===== src/hw/rtl/dett_pkg.sv =====
package dett_pkg;

  localparam int unsigned NUM_SLOTS = 8;
  localparam int unsigned IDX_W     = (NUM_SLOTS > 1) ? $clog2(NUM_SLOTS) : 1;
  localparam int unsigned CNT_W     = $clog2(NUM_SLOTS + 1);

  localparam int unsigned DELAY_W   = 16;
  localparam int unsigned ELAPSED_W = 17;
  localparam int unsigned EVENT_W   = 16;

  localparam logic [ELAPSED_W-1:0] ELAPSED_MAX = '1;

  localparam logic ACT_SCHEDULE = 1'b0;
  localparam logic ACT_TICK     = 1'b1;

  typedef enum logic [1:0] {
    KIND_ACCEPTED = 2'd0,
    KIND_FULL     = 2'd1,
    KIND_EXPIRED  = 2'd2
  } dett_kind_e;

  typedef struct packed {
    logic               action;
    logic [DELAY_W-1:0] delay_ms;
    logic [EVENT_W-1:0] event_id;
  } dett_in_t;

  typedef struct packed {
    dett_kind_e         kind;
    logic [EVENT_W-1:0] out_event_id;
    logic               last;
  } dett_out_t;

  typedef struct packed {
    logic [DELAY_W-1:0]   delay;
    logic [ELAPSED_W-1:0] elapsed;
    logic [EVENT_W-1:0]   event_id;
  } dett_entry_t;

  localparam int unsigned ENTRY_W = $bits(dett_entry_t);

endpackage


===== src/hw/rtl/dett_ram.sv =====
module dett_ram #(
  parameter int unsigned DEPTH  = 8,
  parameter int unsigned WIDTH  = 49,
  parameter int unsigned ADDR_W = (DEPTH > 1) ? $clog2(DEPTH) : 1
) (
  input  logic              clk_i,
  input  logic              we_i,
  input  logic [ADDR_W-1:0] waddr_i,
  input  logic [WIDTH-1:0]  wdata_i,
  input  logic              re_i,
  input  logic [ADDR_W-1:0] raddr_i,
  output logic [WIDTH-1:0]  rdata_o
);

  logic [WIDTH-1:0] mem [DEPTH];

  always_ff @(posedge clk_i) begin
    if (we_i) begin
      mem[waddr_i] <= wdata_i;
    end
  end

  always_ff @(posedge clk_i) begin
    if (re_i) begin
      rdata_o <= mem[raddr_i];
    end
  end

endmodule


===== src/hw/rtl/dett_age.sv =====
module dett_age (
  input  dett_pkg::dett_entry_t entry_i,
  output dett_pkg::dett_entry_t entry_o,
  output logic                  expired_o
);
  import dett_pkg::*;

  logic [ELAPSED_W-1:0] elapsed_inc;

  // saturating one millisecond step
  assign elapsed_inc = (entry_i.elapsed == ELAPSED_MAX) ? entry_i.elapsed
                                                        : entry_i.elapsed + 1'b1;

  always_comb begin
    entry_o         = entry_i;
    entry_o.elapsed = elapsed_inc;
  end

  assign expired_o = elapsed_inc > {{(ELAPSED_W - DELAY_W){1'b0}}, entry_i.delay};

endmodule


===== src/hw/rtl/delayed_event_timer_table.sv =====
// One-shot delayed event table. A schedule item (action 0) is taken whenever
// busy is low and answers in the next cycle with accepted or table full;
// schedules can follow each other in every cycle. A tick item (action 1) walks
// the active slots through the slot memory's single read port, one slot per
// cycle, with busy high until the walk ends; busy does not rise on an empty
// table. Expired events come out in slot order, at most one per cycle, each
// marked by a one-cycle res_strobe_o on res_o; the receiver cannot stall them,
// so it must take every strobe. An event with delay d fires on the (d+1)-th
// tick after it was scheduled. No clearing pass is needed after reset.
module delayed_event_timer_table (
  input  logic                clk_i,
  input  logic                rst_ni,
  input  logic                start,
  output logic                busy,
  input  dett_pkg::dett_in_t  cmd_i,
  output logic                res_strobe_o,
  output dett_pkg::dett_out_t res_o
);
  import dett_pkg::*;

  typedef enum logic [1:0] {
    ST_IDLE = 2'b01,
    ST_SCAN = 2'b10
  } state_e;

  state_e            state_q, state_d;
  logic [CNT_W-1:0]  count_q, count_d;    // active slots, table kept compact
  logic [CNT_W-1:0]  rd_idx_q, rd_idx_d;  // next slot to read during a tick
  logic [CNT_W-1:0]  w_q, w_d;            // next slot for a survivor
  logic              rvalid_q, rvalid_d;  // read data valid this cycle
  logic              pend_valid_q, pend_valid_d;
  logic [EVENT_W-1:0] pend_id_q, pend_id_d;
  logic              res_strobe_q, res_strobe_d;
  dett_out_t         res_q, res_d;

  logic              accept;
  logic              table_full;

  logic              ram_we;
  logic [IDX_W-1:0]  ram_waddr;
  dett_entry_t       ram_wdata;
  logic              ram_re;
  logic [IDX_W-1:0]  ram_raddr;
  logic [ENTRY_W-1:0] ram_rdata;

  dett_entry_t       rd_entry;
  dett_entry_t       upd_entry;
  logic              expired;

  assign accept     = start && !busy;
  assign table_full = (count_q == CNT_W'(NUM_SLOTS));
  assign rd_entry   = dett_entry_t'(ram_rdata);

  dett_ram #(
    .DEPTH (NUM_SLOTS),
    .WIDTH (ENTRY_W),
    .ADDR_W(IDX_W)
  ) u_ram (
    .clk_i  (clk_i),
    .we_i   (ram_we),
    .waddr_i(ram_waddr),
    .wdata_i(ram_wdata),
    .re_i   (ram_re),
    .raddr_i(ram_raddr),
    .rdata_o(ram_rdata)
  );

  // elapsed update and expiry test on the slot just read
  dett_age u_age (
    .entry_i  (rd_entry),
    .entry_o  (upd_entry),
    .expired_o(expired)
  );

  always_comb begin
    state_d      = state_q;
    count_d      = count_q;
    rd_idx_d     = rd_idx_q;
    w_d          = w_q;
    rvalid_d     = 1'b0;
    pend_valid_d = pend_valid_q;
    pend_id_d    = pend_id_q;
    res_strobe_d = 1'b0;
    res_d        = res_q;

    ram_we             = 1'b0;
    ram_waddr          = count_q[IDX_W-1:0];
    ram_wdata.delay    = cmd_i.delay_ms;
    ram_wdata.elapsed  = '0;
    ram_wdata.event_id = cmd_i.event_id;
    ram_re             = 1'b0;
    ram_raddr          = rd_idx_q[IDX_W-1:0];

    unique case (state_q)
      ST_IDLE: begin
        if (accept) begin
          if (cmd_i.action == ACT_SCHEDULE) begin
            res_strobe_d       = 1'b1;
            res_d.out_event_id = cmd_i.event_id;
            res_d.last         = 1'b1;
            if (table_full) begin
              res_d.kind = KIND_FULL;
            end else begin
              // first free slot is always count
              res_d.kind = KIND_ACCEPTED;
              ram_we     = 1'b1;
              count_d    = count_q + 1'b1;
            end
          end else if (count_q != '0) begin
            state_d      = ST_SCAN;
            rd_idx_d     = '0;
            w_d          = '0;
            pend_valid_d = 1'b0;
          end
        end
      end

      ST_SCAN: begin
        // read side runs one slot ahead of the processing side
        if (rd_idx_q < count_q) begin
          ram_re   = 1'b1;
          rd_idx_d = rd_idx_q + 1'b1;
          rvalid_d = 1'b1;
        end

        if (rvalid_q) begin
          if (expired) begin
            // hold the newest expiry back until we know whether it is the last
            if (pend_valid_q) begin
              res_strobe_d       = 1'b1;
              res_d.kind         = KIND_EXPIRED;
              res_d.out_event_id = pend_id_q;
              res_d.last         = 1'b0;
            end
            pend_valid_d = 1'b1;
            pend_id_d    = upd_entry.event_id;
          end else begin
            // survivor moves down; w never passes the slot being read
            ram_we    = 1'b1;
            ram_waddr = w_q[IDX_W-1:0];
            ram_wdata = upd_entry;
            w_d       = w_q + 1'b1;
          end
        end else if (rd_idx_q == count_q) begin
          // walk finished: flush the held expiry as the last result
          if (pend_valid_q) begin
            res_strobe_d       = 1'b1;
            res_d.kind         = KIND_EXPIRED;
            res_d.out_event_id = pend_id_q;
            res_d.last         = 1'b1;
          end
          pend_valid_d = 1'b0;
          count_d      = w_q;
          state_d      = ST_IDLE;
        end
      end

      default: begin
        state_d = ST_IDLE;
      end
    endcase
  end

  always_ff @(posedge clk_i or negedge rst_ni) begin
    if (!rst_ni) begin
      state_q      <= ST_IDLE;
      count_q      <= '0;
      rd_idx_q     <= '0;
      w_q          <= '0;
      rvalid_q     <= 1'b0;
      pend_valid_q <= 1'b0;
      res_strobe_q <= 1'b0;
    end else begin
      state_q      <= state_d;
      count_q      <= count_d;
      rd_idx_q     <= rd_idx_d;
      w_q          <= w_d;
      rvalid_q     <= rvalid_d;
      pend_valid_q <= pend_valid_d;
      res_strobe_q <= res_strobe_d;
    end
  end

  // payload registers, no reset
  always_ff @(posedge clk_i) begin
    pend_id_q <= pend_id_d;
    res_q     <= res_d;
  end

  assign busy         = (state_q != ST_IDLE);
  assign res_strobe_o = res_strobe_q;
  assign res_o        = res_q;

endmodule


===== config.mk =====
export PLATFORM = sky130hd
export DESIGN_NAME = delayed_event_timer_table
export DESIGN_NICKNAME = d
export VERILOG_FILES = /design/src/hw/rtl/dett_pkg.sv /design/src/hw/rtl/dett_ram.sv /design/src/hw/rtl/dett_age.sv /design/src/hw/rtl/delayed_event_timer_table.sv
export SDC_FILE = /design/constraint.sdc
export NUM_CORES = 1
export LEC_CHECK = 0
export BUFFER_PORTS_ARGS = -buffer_cell sky130_fd_sc_hd__buf_2
export CORE_MARGIN = 8
export CORE_UTILIZATION = 60
export CTS_BUF_LIST = sky130_fd_sc_hd__clkbuf_4 sky130_fd_sc_hd__clkbuf_8
export DETAILED_ROUTE_END_ITERATION = 10
export PLACE_DENSITY = 0.89
export RECOVER_POWER = 50
export SETUP_SLACK_MARGIN = 0.05
export SLEW_MARGIN = 15
export SYNTH_ARGS = -nofsm -noshare
export SYNTH_HDL_FRONTEND = slang
export SYNTH_SLANG_ARGS = --single-unit

===== constraint.sdc =====
create_clock -name clk_i -period 19.44 [get_ports clk_i]
set_input_delay 1.944 -clock clk_i [delete_from_list [all_inputs] [get_ports clk_i]]
set_output_delay 1.944 -clock clk_i [all_outputs]
set_load 0.02 [all_outputs]

# Yosys cells after proc, flatten, opt, wreduce, memory -nomap -nowiden
# Memories as Yosys holds them, arrays and structs flattened. A register that Yosys moved wholly into a read port is not among the register bits.
# Index checks and enable logic that the tools add are counted.
# totals
ramBits	392
inputBits	36
memories	1
ff_bits	52
out_inout_bits	21
word_cells	108
# op_classes
n_eq_ne	19
order_cmp	2
n_mux	60
n_reduce_logical	11
add_sub_neg	4
# memory_table
name	depth	word_bits	read_ports	rd_clocked_by_memory_dff	wr	line	text
u_ram.mem	8	49	1	1	1	dett_ram.sv:15	logic [WIDTH-1:0] mem [DEPTH];
# op_table
cell	n
$mux 49	3
$mux 19	7
$mux 4	11
$pmux 19 s2	1
$pmux 4 s2	3
$reduce_and 6->1	4
$mux 1	22
$ne 2x2->1 const B	11
$add 17x1->17 const B	1
$eq 17x17->1 const B	1
$gt 17x16->1	1
$mux 17	1
$add 4x1->4 const B	3
$mux 2	5
$reduce_and 5->1	2
$mux 3	3
$ne 3x3->1 const B	2
$pmux 1 s2	3
$eq 4x4->1	1
$eq 4x4->1 const B	1
$lt 4x4->1	1
$pmux 2 s2	1
$reduce_bool 4->1	1
$reduce_and 3->1	1
6 further kinds	6

# Longest topological paths before layout
# logic_depth
ltp_word	8
ltp_mapped	19
ltp_nobuf	15

# Modules after synthesis
# A second synthesis with hierarchy kept.
# hier_totals
cells_unflattened	1095
hier_area_um2	20280.7
# by_module_without_submodules
module	area_per_inst_um2	seq_area_each_um2	n_inst	cells_per_inst
dett_ram	16233.1	13242.7	1	628
delayed_event_timer_table	3031.7	1477.7	1	323
dett_age	1016.0	0.0	1	144

# Worst setup path after synthesis
# Ideal clock, no wire load.
# synth_path
kind	reg-to-reg
start	register u_ram.rdata_o[16], read port of u_ram.mem
end	memory u_ram.mem[7][0], enable pin
path_slack_ns	11.626
required_time_ns	18.911
period_less_slack_ns	7.814
path_buffers	3
setup_ns	0.529
stages_incl_launch_ff	18
t_arrival_ns	7.285
cell_sequence	edfxtp_1 -> ha_1 -> and4_1 -> and4_1 -> nand4_1 -> and3_1 -> clkbuf_2 -> nor3b_1 -> xor2_1 -> ha_1 -> nand4_1 -> a21oi_1 -> a2111oi_0 -> a21oi_1 -> or4_1 -> buf_4 -> clkbuf_2 -> o31ai_1
# synth_between
elab_chain_cells	8
word_cells_on_any_way	12
cone_classes	add/sub: 1; order compare: 1; eq/ne: 1; mux: 9
# synth_lines
item	line	text
start: declaration	dett_ram.sv:12	output logic [WIDTH-1:0] rdata_o
$add 17x1->17 or $eq 17x17->1 (tied branches)	dett_age.sv:12, dett_age.sv:11	
$mux 17 *	dett_age.sv:11	assign elapsed_inc = (entry_i.elapsed == ELAPSED_MAX) ? entry_i.elapsed
$gt 17x16->1 *	dett_age.sv:19	assign expired_o = elapsed_inc > {{(ELAPSED_W - DELAY_W){1'b0}}, entry_i.delay};
$mux 1	delayed_event_timer_table.sv:127	if (expired) begin
$mux 1	delayed_event_timer_table.sv:126	if (rvalid_q) begin
$pmux 1 s2	delayed_event_timer_table.sv:94	unique case (state_q)
$mux 1	dett_ram.sv:18	if (we_i) begin
$mux 1 (implied by the code)	dett_ram.sv:19	mem[waddr_i] <= wdata_i;
end: declaration	dett_ram.sv:15	
# Mark *: on every way between the ends. The rest lies on a longest branch, timed or not.

# Worst setup path after layout
# layout_path
start	register u_ram.rdata_o[16], read port of u_ram.mem
end	memory u_ram.mem[2][33], enable pin
# Same word-level chain as after synthesis.

==> results.txt <==
The first-pass iteration count of the detailed router is 5. The HPWL after detailed placement is 22,600 um. The number of I/O pins came out at 57.

The final route contains 10,600 vias. The required arrival time at the worst endpoint is 19.66 ns. The max-cap violation count is 8. The number of antenna violations at the first check in global routing came out at 0. The endpoint of the worst setup timing path is u_ram.mem[2][33]$_DFFE_PP_. The number of DRC markers in iteration 0 came out at 1,003. For this run the aggregate overflow at the end of global routing stands at 0.

The clock-pin transition on the worst setup and hold timing paths came out at 0.06 ns. For flop-to-flop paths, the worst setup slack is 10.61 ns. The synthesized design contains 476 enable-type register cells. Dividing the detail-routed via count by the number of cells gives 6.17. The critical path in this run is classified as reg -> reg. The area of the core region is 33,100 um2.

The count of final hold-check violations was 0. The placer's final routability congestion estimate is 0.874. The max-slew violation count was 303. In this run the tightest slew margin relative to its limit is -171%.

By instance count, the leading cell after synthesis is sky130_fd_sc_hd__edfxtp_1. Sorting the synthesized cells by how often they occur yields 476 x sky130_fd_sc_hd__edfxtp_1, 188 x sky130_fd_sc_hd__nand2_1, 98 x sky130_fd_sc_hd__mux4_2. The flip-flop and latch area came out at 14,700 um2. The checks that failed: max-capacitance violations, max-slew violations. The post-layout minimum cycle time came out at 8.83 ns. The number of placement rows came out at 67. The peak ir drop on the vdd network is 0.0787 mV. The routed design has 40,000 um of wire. Of all nets on the critical path, the largest fanout is 28. Dividing the final minimum period by the clock period gives 45.4%. The final setup violation count came out at 0. The fraction of power spent switching nets is 27.3%. The overall die width came out at 198 um. The clock network is responsible for 31.2% of the overall power. The path class of the lowest-slack min-delay path is reg -> reg. The post-CTS repair timing setup buffer count is 0. The wire length of the first global-routing pass is 62,000 um. STA classifies the critical path startpoint as a flop. The final sum of negative setup slack came out at 0 ns. The area of the multi-input gates came out at 4910 um2.

For this run, the number of Yosys warnings is 0. The highest routed metal layer is met4. The share of final-layout standard cells stronger than drive strength 1 is 22.2%.

The total power divided by cell area came out at 116 nW/um2. In this run the remaining antenna-violating nets after routing total 0. After detailed routing, the wire length on met1 is 15,400 um. The run finished, with violations left.

The leakage power figure came out at 0.00751 uW. The count of nets after finishing is 1,277. In this run the deepest clock path goes through 3 buffers. The mean routed wirelength per cell came out at 23.4 um.

The total clock buffers created by CTS is 73. The area growth from synthesis to layout is 10.5%. The met2 layer wire length in the routed design is 19,500 um. The area after detailed placement is 20,800 um2. The capture point of the worst reg-to-reg path is u_ram.mem[2][33]$_DFFE_PP_.

The data arrival at the endpoint of the critical path is 9.05 ns. In this run the tool buffered the top-level ports with 56 buffer cells. Of the post-synthesis cell area, the dominant cell type holds 71.6%. The quantity of hold-fixing buffers added after cts is 0. The number of different library cells in the post-synthesis netlist is 57. Setup repair after global routing left no endpoint under its margin. TritonCTS built the clock tree. The internal power is 1870 uW. The combinational cell fraction of total power came out at 17.0%. The number of global-route vias before repair came out at 11,100. The share of synthesized registers carrying an async set or reset came out at 3.45%.

The synthesized design contains 493 register bits. The aggregate global-route resource usage came out at 20.9%. The initial cell density of the core is 60.3%. The number of fill cells is 2,055. The clock network latency to the later pin of the worst-skew pair is 0.60 ns. The repair_antennas step left the layout with diodes totalling 0. After synthesis, flip-flops and latches occupy 73.7% of the total area. The startpoint identified for the worst hold timing path is u_ram.rdata_o[8]$_DFFE_PP_. In this run the cell area of the synthesized design comes to 20,000 um2. Timing would allow up to 113 MHz. The startpoint identified for the worst register-to-register timing path is u_ram.rdata_o[16]$_DFFE_PP_.

The largest total area in the synthesized netlist belongs to sky130_fd_sc_hd__edfxtp_1. Sorting the synthesized cells by area gives the leading types as sky130_fd_sc_hd__edfxtp_1 72%, sky130_fd_sc_hd__mux4_2 11%, sky130_fd_sc_hd__nand2_1 3.5%, sky130_fd_sc_hd__dfrtp_1 2.0%, sky130_fd_sc_hd__ha_1 1.7%. The switching power total came out at 700 uW.

The post-synthesis cell count came out at 1,113. The worst-case clock skew is 0.0229 ns. The commonest register cell after synthesis is sky130_fd_sc_hd__edfxtp_1. The root buffer cell chosen for the clock tree is sky130_fd_sc_hd__clkbuf_8. The met3 wire length is 3630 um.

The pin slew with the least headroom to its limit is 4.02 ns. The vertical extent of the die came out at 198 um. CTS saw 493 sinks. Tracing the worst setup path back leads to its startpoint at u_ram.rdata_o[16]$_DFFE_PP_.

Entering global routing, the biggest net connects 54 pins. The post-synthesis area per instance came out at 17.9 um2. Measured in cells, the most critical reg-to-reg path has a length of 15. The area enclosed by the die boundary came out at 39,400 um2.

The final instance area came out at 22,100 um2. The share of power burned in registers is 51.8%. The post-cts resize count came out at 0.

STA classifies the critical path endpoint as a flop. The DRC violations left came out at 0. The H-tree depth reported by CTS is 3.
[routing by layer]
layer	GRT usage [%]	up-vias
met2	33.6	613
met3	3.96	101
met1	27.6	5330
met5	0	-
li1	-	4528
met4	9.68	0
[worst min-delay path by stage]
| stage | end | cells after the start | slack [ns] |
|---|---|---|---|
| final | pend_id_q[8]$_DFFE_PP_ | 0 | 0.44 |
| after global routing | pend_id_q[14]$_DFFE_PP_ | 0 | 0.45 |
| after CTS | pend_id_q[3]$_DFFE_PP_ | 0 | 0.45 |
| after detailed placement | pend_id_q[3]$_DFFE_PP_ | 0 | 0.43 |
| after global placement | pend_id_q[4]$_DFFE_PP_ | 0 | 0.42 |
| after floorplan | pend_id_q[0]$_DFFE_PP_ | 0 | 0.42 |
[worst max-delay path, stage by stage (launching register included)]
cell and delay [ns]:
sky130_fd_sc_hd__edfxtp_1 0.43, sky130_fd_sc_hd__ha_1 0.25, sky130_fd_sc_hd__and4_1 0.22, sky130_fd_sc_hd__and4_1 0.20, sky130_fd_sc_hd__nand4_1 0.18, sky130_fd_sc_hd__and3_1 0.32, sky130_fd_sc_hd__nor3b_1 0.25, sky130_fd_sc_hd__xor2_1 0.26
sky130_fd_sc_hd__ha_1 0.31, sky130_fd_sc_hd__nand4_1 0.14, sky130_fd_sc_hd__a21oi_1 0.05, sky130_fd_sc_hd__a2111oi_0 0.45, sky130_fd_sc_hd__a21oi_1 0.20, sky130_fd_sc_hd__or4_1 1.12, sky130_fd_sc_hd__o21ai_0 3.22, sky130_fd_sc_hd__buf_4 0.81
[through the flow]
step | utilization, % | setup slack [ns] | total power [uW] | cells | hold WS (ns)
6_report | 66.6 | 10.61 | 2570 | 1713 | 0.442
5_1_grt | 66.6 | 10.01 | 2670 | 1713 | 0.451
4_1_cts | 67.0 | 13.51 | 2590 | 1713 | 0.447
3_5_place_dp | 62.8 | 13.53 | 1790 | 1587 | 0.433
3_3_place_gp | 62.8 | 13.88 | 1760 | 1587 | 0.425
2_1_floorplan | - | 11.63 | 1650 | 1120 | 0.419
[logic make-up (layout without fill, tap and decap cells)]
logic type               count (synthesis)  in the layout  share of synthesized area (%)
flip-flops                             493            493                           73.7
AND/OR/NAND/NOR                        289            289                           6.62
multiplexers                           138            138                           13.5
buffers and inverters                   84            229                           1.87
AO/OA/AOI/OAI                           67             67                           1.97
adder cells (fa/ha/maj)                 27             27                           1.69
XOR/XNOR                                14             14                          0.614
other                                    1              8                         0.0188
[power groups by stage]
| stage | clock, uW | sequential (uW) | combinational (uW) |
|---|---|---|---|
| 3_3_place_gp | 0 | 1340 | 421 |
| 5_1_grt | 858 | 1340 | 475 |
| 2_1_floorplan | 0 | 1350 | 299 |
| 4_1_cts | 815 | 1330 | 446 |
| 6_report | 801 | 1330 | 438 |
| 3_5_place_dp | 0 | 1350 | 440 |
[sequential cells by signal (all words and copies together), names as in the netlist]
| name | flops |
|---|---|
| rd_idx_q | 4 |
| state_q | 2 |
| u_ram.mem | 392 |
| rvalid_q | 1 |
| count_q | 4 |
| res_o | 19 |
| res_strobe_o | 1 |
| w_q | 4 |
| pend_id_q | 16 |
| pend_valid_q | 1 |
| u_ram.rdata_o | 49 |
[area by class of cell]
cell class,instances,share of cell area (%)
flip-flops and latches,493,66.8
multi-input cells,543,22.3
clock buffers,99,5.55
well taps,448,2.54
repair buffers,73,1.62
clock inverters,27,0.743
inverters,30,0.511
[cells in the final DEF, fill, tap and decap left out, drive strengths merged, types with 3 or more instances in the layout]
cell and count:
a21oi 13, a31oi 4, a32o 3, and2 5, and3 7, and4 4, buf 45, clkbuf 127
clkinv 22, conb 8, dfrtp 16, edfxtp 476, ha 27, inv 33, mux2 34, mux2i 6
mux4 98, nand2 188, nand2b 5, nand3 14, nand4 15, nor2 18, nor2b 19, nor3 3
o21ai 35, xnor2 12
Note: power is estimated with default switching activity, not from simulation.
